===== src/hdl/cht_pkg.sv =====
// cht_pkg: shared constants and types for the connection handshake table
// used by cht_ctl, cht_dp and connection_handshake_table; no dependencies
package cht_pkg;

  // default sizes, handed down from the top level
  localparam int ENTRIES_DEF   = 8;
  localparam int PORT_BITS_DEF = 16;

  // fixed field widths
  localparam int OP_W     = 3;
  localparam int SID_W    = 3;
  localparam int SEG_W    = 2;
  localparam int STATUS_W = 2;
  localparam int CNT_W    = 4;
  localparam int TMR_W    = 16;
  localparam int CST_W    = 2;
  localparam int CFG_IDX_W = 1;
  localparam int CFG_W    = 16;

  // operation codes
  localparam logic [OP_W-1:0] OP_OPEN       = 3'd0;
  localparam logic [OP_W-1:0] OP_CONNECT    = 3'd1;
  localparam logic [OP_W-1:0] OP_DISCONNECT = 3'd2;
  localparam logic [OP_W-1:0] OP_CLOSE      = 3'd3;
  localparam logic [OP_W-1:0] OP_SEGMENT    = 3'd4;
  localparam logic [OP_W-1:0] OP_TICK       = 3'd5;

  // connection states
  localparam logic [CST_W-1:0] CS_CLOSED    = 2'd0;
  localparam logic [CST_W-1:0] CS_SYNSENT   = 2'd1;
  localparam logic [CST_W-1:0] CS_CONNECTED = 2'd2;
  localparam logic [CST_W-1:0] CS_FINWAIT   = 2'd3;

  // segment types
  localparam logic [SEG_W-1:0] SEG_SYN    = 2'd0;
  localparam logic [SEG_W-1:0] SEG_SYNACK = 2'd1;
  localparam logic [SEG_W-1:0] SEG_FIN    = 2'd2;
  localparam logic [SEG_W-1:0] SEG_FINACK = 2'd3;

  // result kinds and report codes
  localparam logic KIND_REPORT  = 1'b0;
  localparam logic KIND_SEGMENT = 1'b1;
  localparam logic [STATUS_W-1:0] STAT_OK      = 2'd0;
  localparam logic [STATUS_W-1:0] STAT_FAILED  = 2'd1;
  localparam logic [STATUS_W-1:0] STAT_INVALID = 2'd2;
  localparam logic [STATUS_W-1:0] STAT_FULL    = 2'd3;

  // configuration register indexes and reset values
  localparam logic [CFG_IDX_W-1:0] REG_TIMEOUT   = 1'd0;
  localparam logic [CFG_IDX_W-1:0] REG_MAX_SENDS = 1'd1;
  localparam logic [TMR_W-1:0] TIMEOUT_RST   = 16'd1000;
  localparam logic [CNT_W-1:0] MAX_SENDS_RST = 4'd5;

  // commands from the controller to the datapath
  typedef struct packed {
    logic latch;  // capture the input fields, clear per-item flags
    logic issue;  // read the entry on the index lines
    logic flush;  // release the held result as the final one
  } ctl_cmd_t;

endpackage


===== src/hdl/cht_ctl.sv =====
// cht_ctl: sequencer that walks the table one entry a cycle per item
// depends on cht_pkg
module cht_ctl #(
  parameter int ENTRIES = cht_pkg::ENTRIES_DEF
) (
  input  logic                       clk,
  input  logic                       rst,
  input  logic                       start,
  input  logic [cht_pkg::OP_W-1:0]   op,
  input  logic [cht_pkg::SID_W-1:0]  socket_id,
  output logic                       busy,
  output cht_pkg::ctl_cmd_t          cmd,
  output logic [((ENTRIES > 1) ? $clog2(ENTRIES) : 1)-1:0] idx
);

  localparam int IDX_W = (ENTRIES > 1) ? $clog2(ENTRIES) : 1;
  localparam logic [IDX_W-1:0] LAST_IDX = IDX_W'(ENTRIES - 1);

  localparam logic [1:0] S_IDLE  = 2'd0;
  localparam logic [1:0] S_SCAN  = 2'd1;
  localparam logic [1:0] S_DRAIN = 2'd2;
  localparam logic [1:0] S_FLUSH = 2'd3;

  logic [1:0]       state, state_next;
  logic [IDX_W-1:0] cnt, cnt_next;
  logic [IDX_W-1:0] sid_idx, sid_idx_next;
  logic             single, single_next;

  // next state and command decode
  always_comb begin
    state_next   = state;
    cnt_next     = cnt;
    sid_idx_next = sid_idx;
    single_next  = single;
    cmd          = '0;
    unique case (state)
      S_IDLE: begin
        if (start) begin
          cmd.latch    = 1'b1;
          cnt_next     = '0;
          sid_idx_next = IDX_W'(socket_id);
          unique case (op) inside
            cht_pkg::OP_CONNECT, cht_pkg::OP_DISCONNECT, cht_pkg::OP_CLOSE: begin
              single_next = 1'b1;
              state_next  = S_SCAN;
            end
            cht_pkg::OP_OPEN, cht_pkg::OP_SEGMENT, cht_pkg::OP_TICK: begin
              single_next = 1'b0;
              state_next  = S_SCAN;
            end
            default: begin
              state_next = S_IDLE;
            end
          endcase
        end
      end
      S_SCAN: begin
        cmd.issue = 1'b1;
        if (single || cnt == LAST_IDX) begin
          state_next = S_DRAIN;
        end else begin
          cnt_next = cnt + IDX_W'(1);
        end
      end
      S_DRAIN: begin
        state_next = S_FLUSH;
      end
      S_FLUSH: begin
        cmd.flush  = 1'b1;
        state_next = S_IDLE;
      end
      default: begin
        state_next = S_IDLE;
      end
    endcase
  end

  assign idx  = single ? sid_idx : cnt;
  assign busy = (state != S_IDLE);

  // state registers
  always_ff @(posedge clk) begin
    if (rst) begin
      state  <= S_IDLE;
      cnt    <= '0;
      single <= 1'b0;
    end else begin
      state  <= state_next;
      cnt    <= cnt_next;
      single <= single_next;
    end
  end

  // entry address of a single-entry command
  always_ff @(posedge clk) begin
    sid_idx <= sid_idx_next;
  end

  // a tick or open operation keeps the block busy in the next cycle
  a_busy_after_tick: assert property (@(posedge clk) disable iff (rst)
    (start && !busy && (op == cht_pkg::OP_TICK || op == cht_pkg::OP_OPEN)) |=> busy)
    else $error("tick or open accepted but block not busy");

  // the final release ends the item
  a_idle_after_flush: assert property (@(posedge clk) disable iff (rst)
    cmd.flush |=> !busy)
    else $error("block still busy after flush");

  // a single-entry command walks exactly one entry
  a_single_one_read: assert property (@(posedge clk) disable iff (rst)
    (cmd.issue && single) |=> !cmd.issue)
    else $error("single-entry command issued more than one read");

endmodule


===== src/hdl/cht_dp.sv =====
// cht_dp: entry table, port and timer stores, per-entry update and result staging
// depends on cht_pkg; driven by cht_ctl
module cht_dp #(
  parameter int ENTRIES   = cht_pkg::ENTRIES_DEF,
  parameter int PORT_BITS = cht_pkg::PORT_BITS_DEF
) (
  input  logic                              clk,
  input  logic                              rst,
  input  cht_pkg::ctl_cmd_t                 cmd,
  input  logic [((ENTRIES > 1) ? $clog2(ENTRIES) : 1)-1:0] idx,
  input  logic [cht_pkg::OP_W-1:0]          op,
  input  logic [cht_pkg::SID_W-1:0]         socket_id,
  input  logic [PORT_BITS-1:0]              local_port,
  input  logic [PORT_BITS-1:0]              remote_port,
  input  logic [cht_pkg::SEG_W-1:0]         seg_type,
  input  logic                              cfg_valid,
  output logic                              cfg_ready,
  input  logic [cht_pkg::CFG_IDX_W-1:0]     cfg_index,
  input  logic [cht_pkg::CFG_W-1:0]         cfg_data,
  output logic                              result_valid,
  output logic                              kind,
  output logic [cht_pkg::SID_W-1:0]         entry_id,
  output logic [cht_pkg::STATUS_W-1:0]      status,
  output logic [cht_pkg::SEG_W-1:0]         out_type,
  output logic [PORT_BITS-1:0]              out_src_port,
  output logic [PORT_BITS-1:0]              out_dest_port,
  output logic                              last
);

  localparam int IDX_W    = (ENTRIES > 1) ? $clog2(ENTRIES) : 1;
  localparam int SID_W    = cht_pkg::SID_W;
  localparam int CNT_W    = cht_pkg::CNT_W;
  localparam int TMR_W    = cht_pkg::TMR_W;
  localparam int CST_W    = cht_pkg::CST_W;
  localparam int STATUS_W = cht_pkg::STATUS_W;
  localparam int SEG_W    = cht_pkg::SEG_W;

  // configuration registers
  logic [TMR_W-1:0] timeout_ticks;
  logic [CNT_W-1:0] max_sends;

  // captured item
  logic [cht_pkg::OP_W-1:0] op_r;
  logic [SID_W-1:0]         sid_r;
  logic [PORT_BITS-1:0]     lport_r, rport_r;
  logic [SEG_W-1:0]         stype_r;

  // entry flags with reset
  logic [ENTRIES-1:0] used;
  logic [CST_W-1:0]   cstate [ENTRIES];

  // stores written before use
  logic [PORT_BITS-1:0] client_mem [ENTRIES];
  logic [PORT_BITS-1:0] server_mem [ENTRIES];
  logic [CNT_W-1:0]     cnt_mem    [ENTRIES];
  logic [TMR_W-1:0]     tmr_mem    [ENTRIES];
  logic [PORT_BITS-1:0] client_rd, server_rd;
  logic [CNT_W-1:0]     cnt_rd;
  logic [TMR_W-1:0]     tmr_rd;

  // process stage
  logic             proc_v;
  logic [IDX_W-1:0] proc_idx;
  logic             hit;

  // held result, released when the next one arrives or at flush
  logic                 pend_v;
  logic                 p_kind;
  logic [SID_W-1:0]     p_id;
  logic [STATUS_W-1:0]  p_status;
  logic [SEG_W-1:0]     p_type;
  logic [PORT_BITS-1:0] p_src, p_dst;

  // per-entry update decisions
  logic                 used_p, sid_ok, valid_sel;
  logic [CST_W-1:0]     cst_p;
  logic [SID_W-1:0]     id_p;
  logic [TMR_W-1:0]     tmr_dec;
  logic                 used_we, used_wd, st_we;
  logic [CST_W-1:0]     st_wd;
  logic                 we_client, we_server, we_cnt, we_tmr;
  logic [CNT_W-1:0]     cnt_wd;
  logic [TMR_W-1:0]     tmr_wd;
  logic                 hit_set, prod;
  logic                 n_kind;
  logic [SID_W-1:0]     n_id;
  logic [STATUS_W-1:0]  n_status;
  logic [SEG_W-1:0]     n_type;
  logic [PORT_BITS-1:0] n_src, n_dst;

  assign cfg_ready = 1'b1;

  // configuration write decode
  always_ff @(posedge clk) begin
    if (rst) begin
      timeout_ticks <= cht_pkg::TIMEOUT_RST;
      max_sends     <= cht_pkg::MAX_SENDS_RST;
    end else if (cfg_valid && cfg_ready) begin
      unique case (cfg_index)
        cht_pkg::REG_TIMEOUT:   timeout_ticks <= cfg_data[TMR_W-1:0];
        cht_pkg::REG_MAX_SENDS: max_sends     <= cfg_data[CNT_W-1:0];
        default: ;
      endcase
    end
  end

  // capture the item at its transfer
  always_ff @(posedge clk) begin
    if (cmd.latch) begin
      op_r    <= op;
      sid_r   <= socket_id;
      lport_r <= local_port;
      rport_r <= remote_port;
      stype_r <= seg_type;
    end
  end

  // store reads, one entry per cycle while issue is high, and writes of the processed entry
  always_ff @(posedge clk) begin
    if (cmd.issue) begin
      client_rd <= client_mem[idx];
      server_rd <= server_mem[idx];
      cnt_rd    <= cnt_mem[idx];
      tmr_rd    <= tmr_mem[idx];
    end
    if (we_client) client_mem[proc_idx] <= lport_r;
    if (we_server) server_mem[proc_idx] <= rport_r;
    if (we_cnt)    cnt_mem[proc_idx]    <= cnt_wd;
    if (we_tmr)    tmr_mem[proc_idx]    <= tmr_wd;
  end

  // process stage follows the read in the next cycle
  always_ff @(posedge clk) begin
    if (rst) begin
      proc_v <= 1'b0;
    end else begin
      proc_v <= cmd.issue;
    end
  end

  always_ff @(posedge clk) begin
    proc_idx <= idx;
  end

  assign used_p    = used[proc_idx];
  assign cst_p     = cstate[proc_idx];
  assign id_p      = SID_W'(proc_idx);
  assign sid_ok    = (32'(sid_r) < 32'(ENTRIES));
  assign valid_sel = sid_ok && used_p;
  assign tmr_dec   = (tmr_rd != '0) ? (tmr_rd - TMR_W'(1)) : '0;

  // update of the entry under the process stage
  always_comb begin
    used_we   = 1'b0;
    used_wd   = 1'b0;
    st_we     = 1'b0;
    st_wd     = cht_pkg::CS_CLOSED;
    we_client = 1'b0;
    we_server = 1'b0;
    we_cnt    = 1'b0;
    we_tmr    = 1'b0;
    cnt_wd    = '0;
    tmr_wd    = '0;
    hit_set   = 1'b0;
    prod      = 1'b0;
    n_kind    = cht_pkg::KIND_REPORT;
    n_id      = id_p;
    n_status  = cht_pkg::STAT_OK;
    n_type    = cht_pkg::SEG_SYN;
    n_src     = '0;
    n_dst     = '0;
    if (proc_v) begin
      unique case (op_r)
        cht_pkg::OP_OPEN: begin
          // lowest free entry
          if (!hit && !used_p) begin
            used_we   = 1'b1;
            used_wd   = 1'b1;
            st_we     = 1'b1;
            st_wd     = cht_pkg::CS_CLOSED;
            we_client = 1'b1;
            we_cnt    = 1'b1;
            we_tmr    = 1'b1;
            hit_set   = 1'b1;
            prod      = 1'b1;
          end
        end
        cht_pkg::OP_CONNECT: begin
          prod = 1'b1;
          if (!valid_sel) begin
            n_id     = sid_r;
            n_status = cht_pkg::STAT_INVALID;
          end else begin
            we_server = 1'b1;
            st_we     = 1'b1;
            st_wd     = cht_pkg::CS_SYNSENT;
            we_cnt    = 1'b1;
            cnt_wd    = CNT_W'(1);
            we_tmr    = 1'b1;
            tmr_wd    = timeout_ticks;
            n_kind    = cht_pkg::KIND_SEGMENT;
            n_type    = cht_pkg::SEG_SYN;
            n_src     = client_rd;
            n_dst     = rport_r;
          end
        end
        cht_pkg::OP_DISCONNECT: begin
          prod = 1'b1;
          if (!valid_sel) begin
            n_id     = sid_r;
            n_status = cht_pkg::STAT_INVALID;
          end else begin
            st_we  = 1'b1;
            st_wd  = cht_pkg::CS_FINWAIT;
            we_cnt = 1'b1;
            cnt_wd = CNT_W'(1);
            we_tmr = 1'b1;
            tmr_wd = timeout_ticks;
            n_kind = cht_pkg::KIND_SEGMENT;
            n_type = cht_pkg::SEG_FIN;
            n_src  = client_rd;
            n_dst  = server_rd;
          end
        end
        cht_pkg::OP_CLOSE: begin
          prod = 1'b1;
          if (!valid_sel) begin
            n_id     = sid_r;
            n_status = cht_pkg::STAT_INVALID;
          end else if (cst_p == cht_pkg::CS_CLOSED) begin
            used_we = 1'b1;
            used_wd = 1'b0;
          end else begin
            n_status = cht_pkg::STAT_FAILED;
          end
        end
        cht_pkg::OP_SEGMENT: begin
          // first used entry with the same port pair decides
          if (!hit && used_p && client_rd == lport_r && server_rd == rport_r) begin
            hit_set = 1'b1;
            if (stype_r == cht_pkg::SEG_SYNACK && cst_p == cht_pkg::CS_SYNSENT) begin
              st_we = 1'b1;
              st_wd = cht_pkg::CS_CONNECTED;
              prod  = 1'b1;
            end else if (stype_r == cht_pkg::SEG_FINACK &&
                         cst_p == cht_pkg::CS_FINWAIT) begin
              st_we = 1'b1;
              st_wd = cht_pkg::CS_CLOSED;
              prod  = 1'b1;
            end
          end
        end
        cht_pkg::OP_TICK: begin
          if (used_p && (cst_p == cht_pkg::CS_SYNSENT || cst_p == cht_pkg::CS_FINWAIT)) begin
            we_tmr = 1'b1;
            tmr_wd = tmr_dec;
            if (tmr_dec == '0) begin
              prod = 1'b1;
              if (cnt_rd < max_sends) begin
                // resend and rearm
                we_cnt = 1'b1;
                cnt_wd = cnt_rd + CNT_W'(1);
                tmr_wd = timeout_ticks;
                n_kind = cht_pkg::KIND_SEGMENT;
                n_type = (cst_p == cht_pkg::CS_SYNSENT) ? cht_pkg::SEG_SYN
                                                         : cht_pkg::SEG_FIN;
                n_src  = client_rd;
                n_dst  = server_rd;
              end else begin
                // give up
                st_we    = 1'b1;
                st_wd    = cht_pkg::CS_CLOSED;
                n_status = cht_pkg::STAT_FAILED;
              end
            end
          end
        end
        default: ;
      endcase
    end
  end

  // entry flags
  always_ff @(posedge clk) begin
    if (rst) begin
      used <= '0;
      for (int e = 0; e < ENTRIES; e++) begin
        cstate[e] <= cht_pkg::CS_CLOSED;
      end
    end else begin
      if (used_we) used[proc_idx]   <= used_wd;
      if (st_we)   cstate[proc_idx] <= st_wd;
    end
  end

  // per-item control: match flag, held result, output strobe
  always_ff @(posedge clk) begin
    if (rst) begin
      hit          <= 1'b0;
      pend_v       <= 1'b0;
      result_valid <= 1'b0;
    end else begin
      result_valid <= 1'b0;
      if (cmd.latch) begin
        hit    <= 1'b0;
        pend_v <= 1'b0;
      end else begin
        if (hit_set) hit <= 1'b1;
        if (cmd.flush) begin
          pend_v <= 1'b0;
          if (pend_v || (op_r == cht_pkg::OP_OPEN && !hit)) begin
            result_valid <= 1'b1;
          end
        end else if (prod) begin
          pend_v <= 1'b1;
          if (pend_v) result_valid <= 1'b1;
        end
      end
    end
  end

  // result payload
  always_ff @(posedge clk) begin
    if (cmd.flush) begin
      last <= 1'b1;
      if (pend_v) begin
        kind          <= p_kind;
        entry_id      <= p_id;
        status        <= p_status;
        out_type      <= p_type;
        out_src_port  <= p_src;
        out_dest_port <= p_dst;
      end else begin
        // table full report
        kind          <= cht_pkg::KIND_REPORT;
        entry_id      <= '0;
        status        <= cht_pkg::STAT_FULL;
        out_type      <= cht_pkg::SEG_SYN;
        out_src_port  <= '0;
        out_dest_port <= '0;
      end
    end else if (prod) begin
      last          <= 1'b0;
      kind          <= p_kind;
      entry_id      <= p_id;
      status        <= p_status;
      out_type      <= p_type;
      out_src_port  <= p_src;
      out_dest_port <= p_dst;
    end
    if (prod && !cmd.flush) begin
      p_kind   <= n_kind;
      p_id     <= n_id;
      p_status <= n_status;
      p_type   <= n_type;
      p_src    <= n_src;
      p_dst    <= n_dst;
    end
  end

  // the final result of an item is never followed at once by another
  a_gap_after_last: assert property (@(posedge clk) disable iff (rst)
    (result_valid && last) |=> !result_valid)
    else $error("result transfer right after a final one");

  // flush always empties the holding stage
  a_flush_clears: assert property (@(posedge clk) disable iff (rst)
    cmd.flush |=> !pend_v)
    else $error("held result survived flush");

  // a new item starts with no match and nothing held
  a_latch_clears: assert property (@(posedge clk) disable iff (rst)
    cmd.latch |=> (!pend_v && !hit))
    else $error("item started with stale match or held result");

  // only one entry of a connect or close command is processed
  a_one_per_cmd: assert property (@(posedge clk) disable iff (rst)
    (proc_v && (op_r == cht_pkg::OP_CONNECT || op_r == cht_pkg::OP_CLOSE)) |=> !proc_v)
    else $error("command processed more than one entry");

endmodule


===== src/hdl/connection_handshake_table.sv =====
// connection_handshake_table: top level of the client-side connection table
// instantiates cht_ctl (sequencer) and cht_dp (table and result staging); uses cht_pkg
//
// Usage:
//   an item is taken when start is high and busy is low; op selects open,
//   connect, disconnect, close, received segment or tick
//   every item walks its entries through the stores one entry per cycle:
//   open, segment and tick visit all ENTRIES, connect, disconnect and close
//   visit the addressed entry only
//   busy stays high while an item walks its entries and through the drain and
//   flush states after it, so a new item is taken only when the last is done;
//   an unknown op is taken without raising busy and gives nothing
//   results come one per cycle at most on result_valid, each for one cycle,
//   in entry order, the final one of an item marked by last; the final one
//   appears in the same cycle that busy falls
//   the receiver cannot hold results off
//   configuration writes on cfg_valid/cfg_ready are always taken and are meant
//   for idle periods only
//   rst (synchronous) closes and frees every entry and loads the timeout of
//   1000 ticks and the limit of 5 transmissions
module connection_handshake_table #(
  parameter int ENTRIES   = cht_pkg::ENTRIES_DEF,
  parameter int PORT_BITS = cht_pkg::PORT_BITS_DEF
) (
  input  logic                          clk,
  input  logic                          rst,
  input  logic                          start,
  output logic                          busy,
  input  logic [cht_pkg::OP_W-1:0]      op,
  input  logic [cht_pkg::SID_W-1:0]     socket_id,
  input  logic [PORT_BITS-1:0]          local_port,
  input  logic [PORT_BITS-1:0]          remote_port,
  input  logic [cht_pkg::SEG_W-1:0]     seg_type,
  input  logic                          cfg_valid,
  output logic                          cfg_ready,
  input  logic [cht_pkg::CFG_IDX_W-1:0] cfg_index,
  input  logic [cht_pkg::CFG_W-1:0]     cfg_data,
  output logic                          result_valid,
  output logic                          kind,
  output logic [cht_pkg::SID_W-1:0]     entry_id,
  output logic [cht_pkg::STATUS_W-1:0]  status,
  output logic [cht_pkg::SEG_W-1:0]     out_type,
  output logic [PORT_BITS-1:0]          out_src_port,
  output logic [PORT_BITS-1:0]          out_dest_port,
  output logic                          last
);

  localparam int IDX_W = (ENTRIES > 1) ? $clog2(ENTRIES) : 1;

  cht_pkg::ctl_cmd_t cmd;
  logic [IDX_W-1:0]  idx;

  // sequencer
  cht_ctl #(
    .ENTRIES (ENTRIES)
  ) u_ctl (
    .clk       (clk),
    .rst       (rst),
    .start     (start),
    .op        (op),
    .socket_id (socket_id),
    .busy      (busy),
    .cmd       (cmd),
    .idx       (idx)
  );

  // table and result path
  cht_dp #(
    .ENTRIES   (ENTRIES),
    .PORT_BITS (PORT_BITS)
  ) u_dp (
    .clk           (clk),
    .rst           (rst),
    .cmd           (cmd),
    .idx           (idx),
    .op            (op),
    .socket_id     (socket_id),
    .local_port    (local_port),
    .remote_port   (remote_port),
    .seg_type      (seg_type),
    .cfg_valid     (cfg_valid),
    .cfg_ready     (cfg_ready),
    .cfg_index     (cfg_index),
    .cfg_data      (cfg_data),
    .result_valid  (result_valid),
    .kind          (kind),
    .entry_id      (entry_id),
    .status        (status),
    .out_type      (out_type),
    .out_src_port  (out_src_port),
    .out_dest_port (out_dest_port),
    .last          (last)
  );

endmodule

===== config.mk =====
export PLATFORM = sky130hd
export DESIGN_NAME = connection_handshake_table
export DESIGN_NICKNAME = d
export VERILOG_FILES = /design/src/hdl/cht_pkg.sv /design/src/hdl/cht_ctl.sv /design/src/hdl/cht_dp.sv /design/src/hdl/connection_handshake_table.sv
export SDC_FILE = /design/constraint.sdc
export NUM_CORES = 1
export LEC_CHECK = 0
export BUFFER_PORTS_ARGS = -buffer_cell sky130_fd_sc_hd__buf_2
export CAP_MARGIN = 20
export CORE_UTILIZATION = 52
export CTS_BUF_LIST = sky130_fd_sc_hd__clkbuf_8
export CTS_CLUSTER_DIAMETER = 80
export DETAILED_ROUTE_END_ITERATION = 7
export GPL_TIMING_DRIVEN = 0
export PLACE_DENSITY = 0.72
export SLEW_MARGIN = 20
export SYNTH_ARGS = -nofsm -noshare
export SYNTH_HDL_FRONTEND = slang
export SYNTH_SLANG_ARGS = --single-unit

===== constraint.sdc =====
create_clock -name clk -period 4.55 [get_ports clk]
set_clock_uncertainty 0.2 [all_clocks]
set_input_delay 0.6825 -clock clk [delete_from_list [all_inputs] [get_ports clk]]
set_output_delay 0.6825 -clock clk [all_outputs]
set_load 0.05 [all_outputs]

==> metrics.cfg <==
[yosys]
synth_area_leaders=edfxtp_1 (70%), nand2_1 (7.7%), nand3_1 (5.3%)
synth_seq_cells=644
postSynthNetCount=2139
yosysSeqAreaShare_pct=72.8
ys_top_cells_by_count=edfxtp_1 (602), nand2_1 (536), nand3_1 (274)
syn_area_per_cell_um2=12.6
synthDistinctLibCells=67
synth_edf_count=602
yosysMostFrequentCell=edfxtp_1
post-synth-top-area-cell=edfxtp_1
ys_warn_count=0
ys.flop_type=edfxtp_1
syn_area_um2=26000
synthDominantCellAreaShare_pct=69.5
async_flop_share_pct=0
syn_inst=2066

[setup_path]
reg2reg_to=u_dp.tmr_mem[5][6]
crit_path_end_kind=register
r2r_slack_ns=0.31
critPathKind=reg -> reg
cp-start-kind=register
cp_data_arrival_time_ns=4.42
r2r_cells=11
crit_path_max_fanout=10
required_ns=4.73
rr_startpoint=u_dp.tmr_rd[0]

[worst_hold_path]
hold_class=in -> reg
whs_path_depth=1
hold_end=u_dp.op_r[2]
worstHoldStart=op[2]

[placed_design]
placed_cell_area_um2=27700
dp_cells=2852
place.gp.congestion=0.945
io_buffers=102
pre_cts_slack_ns=0.252
dpl.hpwl_mm=45.3

[die]
start_util_pct=52.9
die_area_um2=50900
fp.dieW_um=226
core_area_um2=49200
fp.dieH_um=226
ios=105
std_cell_rows=81

[clock_tree]
cts_buffers=102
clkTransAtPathRegs_ns=0.06
clockRootBuffer=clkbuf_8
cts.sinks=644
cts_tree=done
clock_latency_ns=0.71
clockBufferDepth=3
htreeDepth=3

[pwr]
finalPower_uw=14400
peakVddDrop_uv=213
cellPowerDensity_nw_per_um2=479
p_leak_uw=0.0107

[timing]
setup_ws_ns=0.310
finalCritPeriodShare_pct=93.2
hold_violations=0
maxSlewViolCount=0
setup_viol=0
grt_setup_unrepaired=no
max_freq_mhz=236
slew-limit-headroom_pct=19.8
worst_pin_slew_ns=1.17
fin_crit_ns=4.24

[global_routing]
grtUsageTotal_pct=26.7
antenna_found_initial=1
grt_overflow=0
grt_pass1_vias=17100
grt_max_degree=37
grt_pass1_wl_mm=100

[finish]
diodes=0
stdcell_area_um2=30000
final_nets=2404
syn_to_final_growth_pct=15.3
drive_above_1_share_pct=12.8
final_cells=3070

[drt]
routed_wl_mm=67.1
drc=0
wire_per_inst_um=21.8
via_count=17500
drt_iter0_drc=1942
viasPerCell=5.71
final_antenna_net_count=0
dr.pass1.iters=6

[run]
maxCapViolCount=0

[status]
status=finished clean

## how the worst max path moves through the flow
stage / startpoint / endpoint / slack (ns) / cells past startpoint
3_3_place_gp: u_dp.op_r[1] / u_dp.p_src[6] / -1.17 / 8
4_1_cts: u_dp.tmr_rd[0] / u_dp.cnt_mem[7][0] / 0.20 / 10
3_5_place_dp: u_dp.tmr_rd[0] / u_dp.cnt_mem[0][0] / 0.25 / 10
5_1_grt: u_dp.tmr_rd[0] / u_dp.tmr_mem[5][6] / 0.06 / 11
2_1_floorplan: u_dp.tmr_rd[0] / u_dp.p_dst[0] / 0.16 / 10
6_report: u_dp.tmr_rd[0] / u_dp.tmr_mem[5][6] / 0.31 / 11
## logic make-up (layout without fill, tap and decap cells)
| logic type | Yosys count | after routing | share of synthesized area, % |
|---|---|---|---|
| simple gates | 1030 | 1030 | 17.7 |
| flops | 644 | 644 | 72.8 |
| fa+ha+maj | 12 | 12 | 0.578 |
| compound gates | 171 | 171 | 4.33 |
| other cells | 2 | 2 | 0.0289 |
| mux | 14 | 14 | 0.756 |
| buf+inv | 143 | 483 | 2.17 |
| xor+xnor | 50 | 50 | 1.68 |
## state kept, by name, indices dropped and copies added, names as in the netlist, 32 cells and up
| signal | flops |
|---|---|
| u_dp.client_mem | 128 |
| u_dp.cnt_mem | 32 |
| u_dp.server_mem | 128 |
| u_dp.tmr_mem | 128 |
## worst max-delay path, stage by stage (launching register included)
cell	delay [ns]
edfxtp_1	0.36
clkbuf_1	0.24
inv_1	0.16
ha_1	0.30
nor2b_1	0.25
a31o_2	0.20
a22oi_1	0.11
nor3_1	0.57
a41oi_1	0.30
a21oi_2	0.47
buf_2	0.37
o2bb2ai_1	0.40
## layer usage
metal / wire, um / GRT usage, % / vias to the layer above
li1: - / - / 7946
met1: 26200 / 35.2 / 8506
met2: 32100 / 43.1 / 924
met3: 6700 / 5.59 / 156
met4: 2100 / 10.8 / 0
met5: 0 / 0 / -
## cells in the final DEF (no fill, tap or decap), types with 5 or more instances in the layout
cell           synthesis  layout
nand2b_1               8       7
nand4_1               15      15
clkbuf_8               0     114
buf_1                 10      10
a22o_1                16      16
nand3b_1               8       8
buf_6                  0      10
and2_1                57      57
mux2i_1                7       6
nand3_1              274     274
nor3_1                27      26
dfxtp_1               42      42
dlygate4sd3_1          0      39
o21ai_0               69      69
clkinv_2               0      10
nor2b_1                7       7
buf_8                  0       6
inv_1                 24      60
nor2_1                70      53
nor2_2                 1      17
xnor2_1               33      33
a21oi_1               29      29
o21ai_1                5       5
buf_2                  5     107
clkbuf_1              95      95
o2bb2ai_1             16      16
buf_4                  5       5
xor2_1                17      17
nand2_1              536     536
clkinv_1               2      13
edfxtp_1             602     602
ha_1                  12      11
## where the power goes
group	internal [uW]	total [uW]	leakage, uW	switching (uW)
Clock	2340	4600	0.00111	2250
Sequential	7090	7490	0.00550	395
Combinational	684	2280	0.00405	1590
## stage by stage
stage	hold WS (ns)	utilization [%]	TNS, ns
4_1_cts	0.00188	61.0	0
3_3_place_gp	0.231	55.6	-52.22
2_1_floorplan	0.235	-	0
5_1_grt	0.00923	61.0	0
3_5_place_dp	0.244	56.3	0
6_report	0.0186	61.0	0
## area by class of cell
cell class	count	area [um^2]
fillers	3686	19200
flip-flops and latches	644	18900
multi-input cells	1279	6580
clock buffers	114	1570
repair buffers	161	1190
well taps	664	831
plain buffers	116	462
clock inverters	65	319
inverters	27	101
## repair_timing
item	4_1_cts	5_1_grt
hold buffers	39	0
buffers inserted	0	0
resized for setup	0	1
hold endpoints to repair	39	0
endpoints found under the setup margin	0	8
Note: power is estimated with default switching activity, not from simulation.
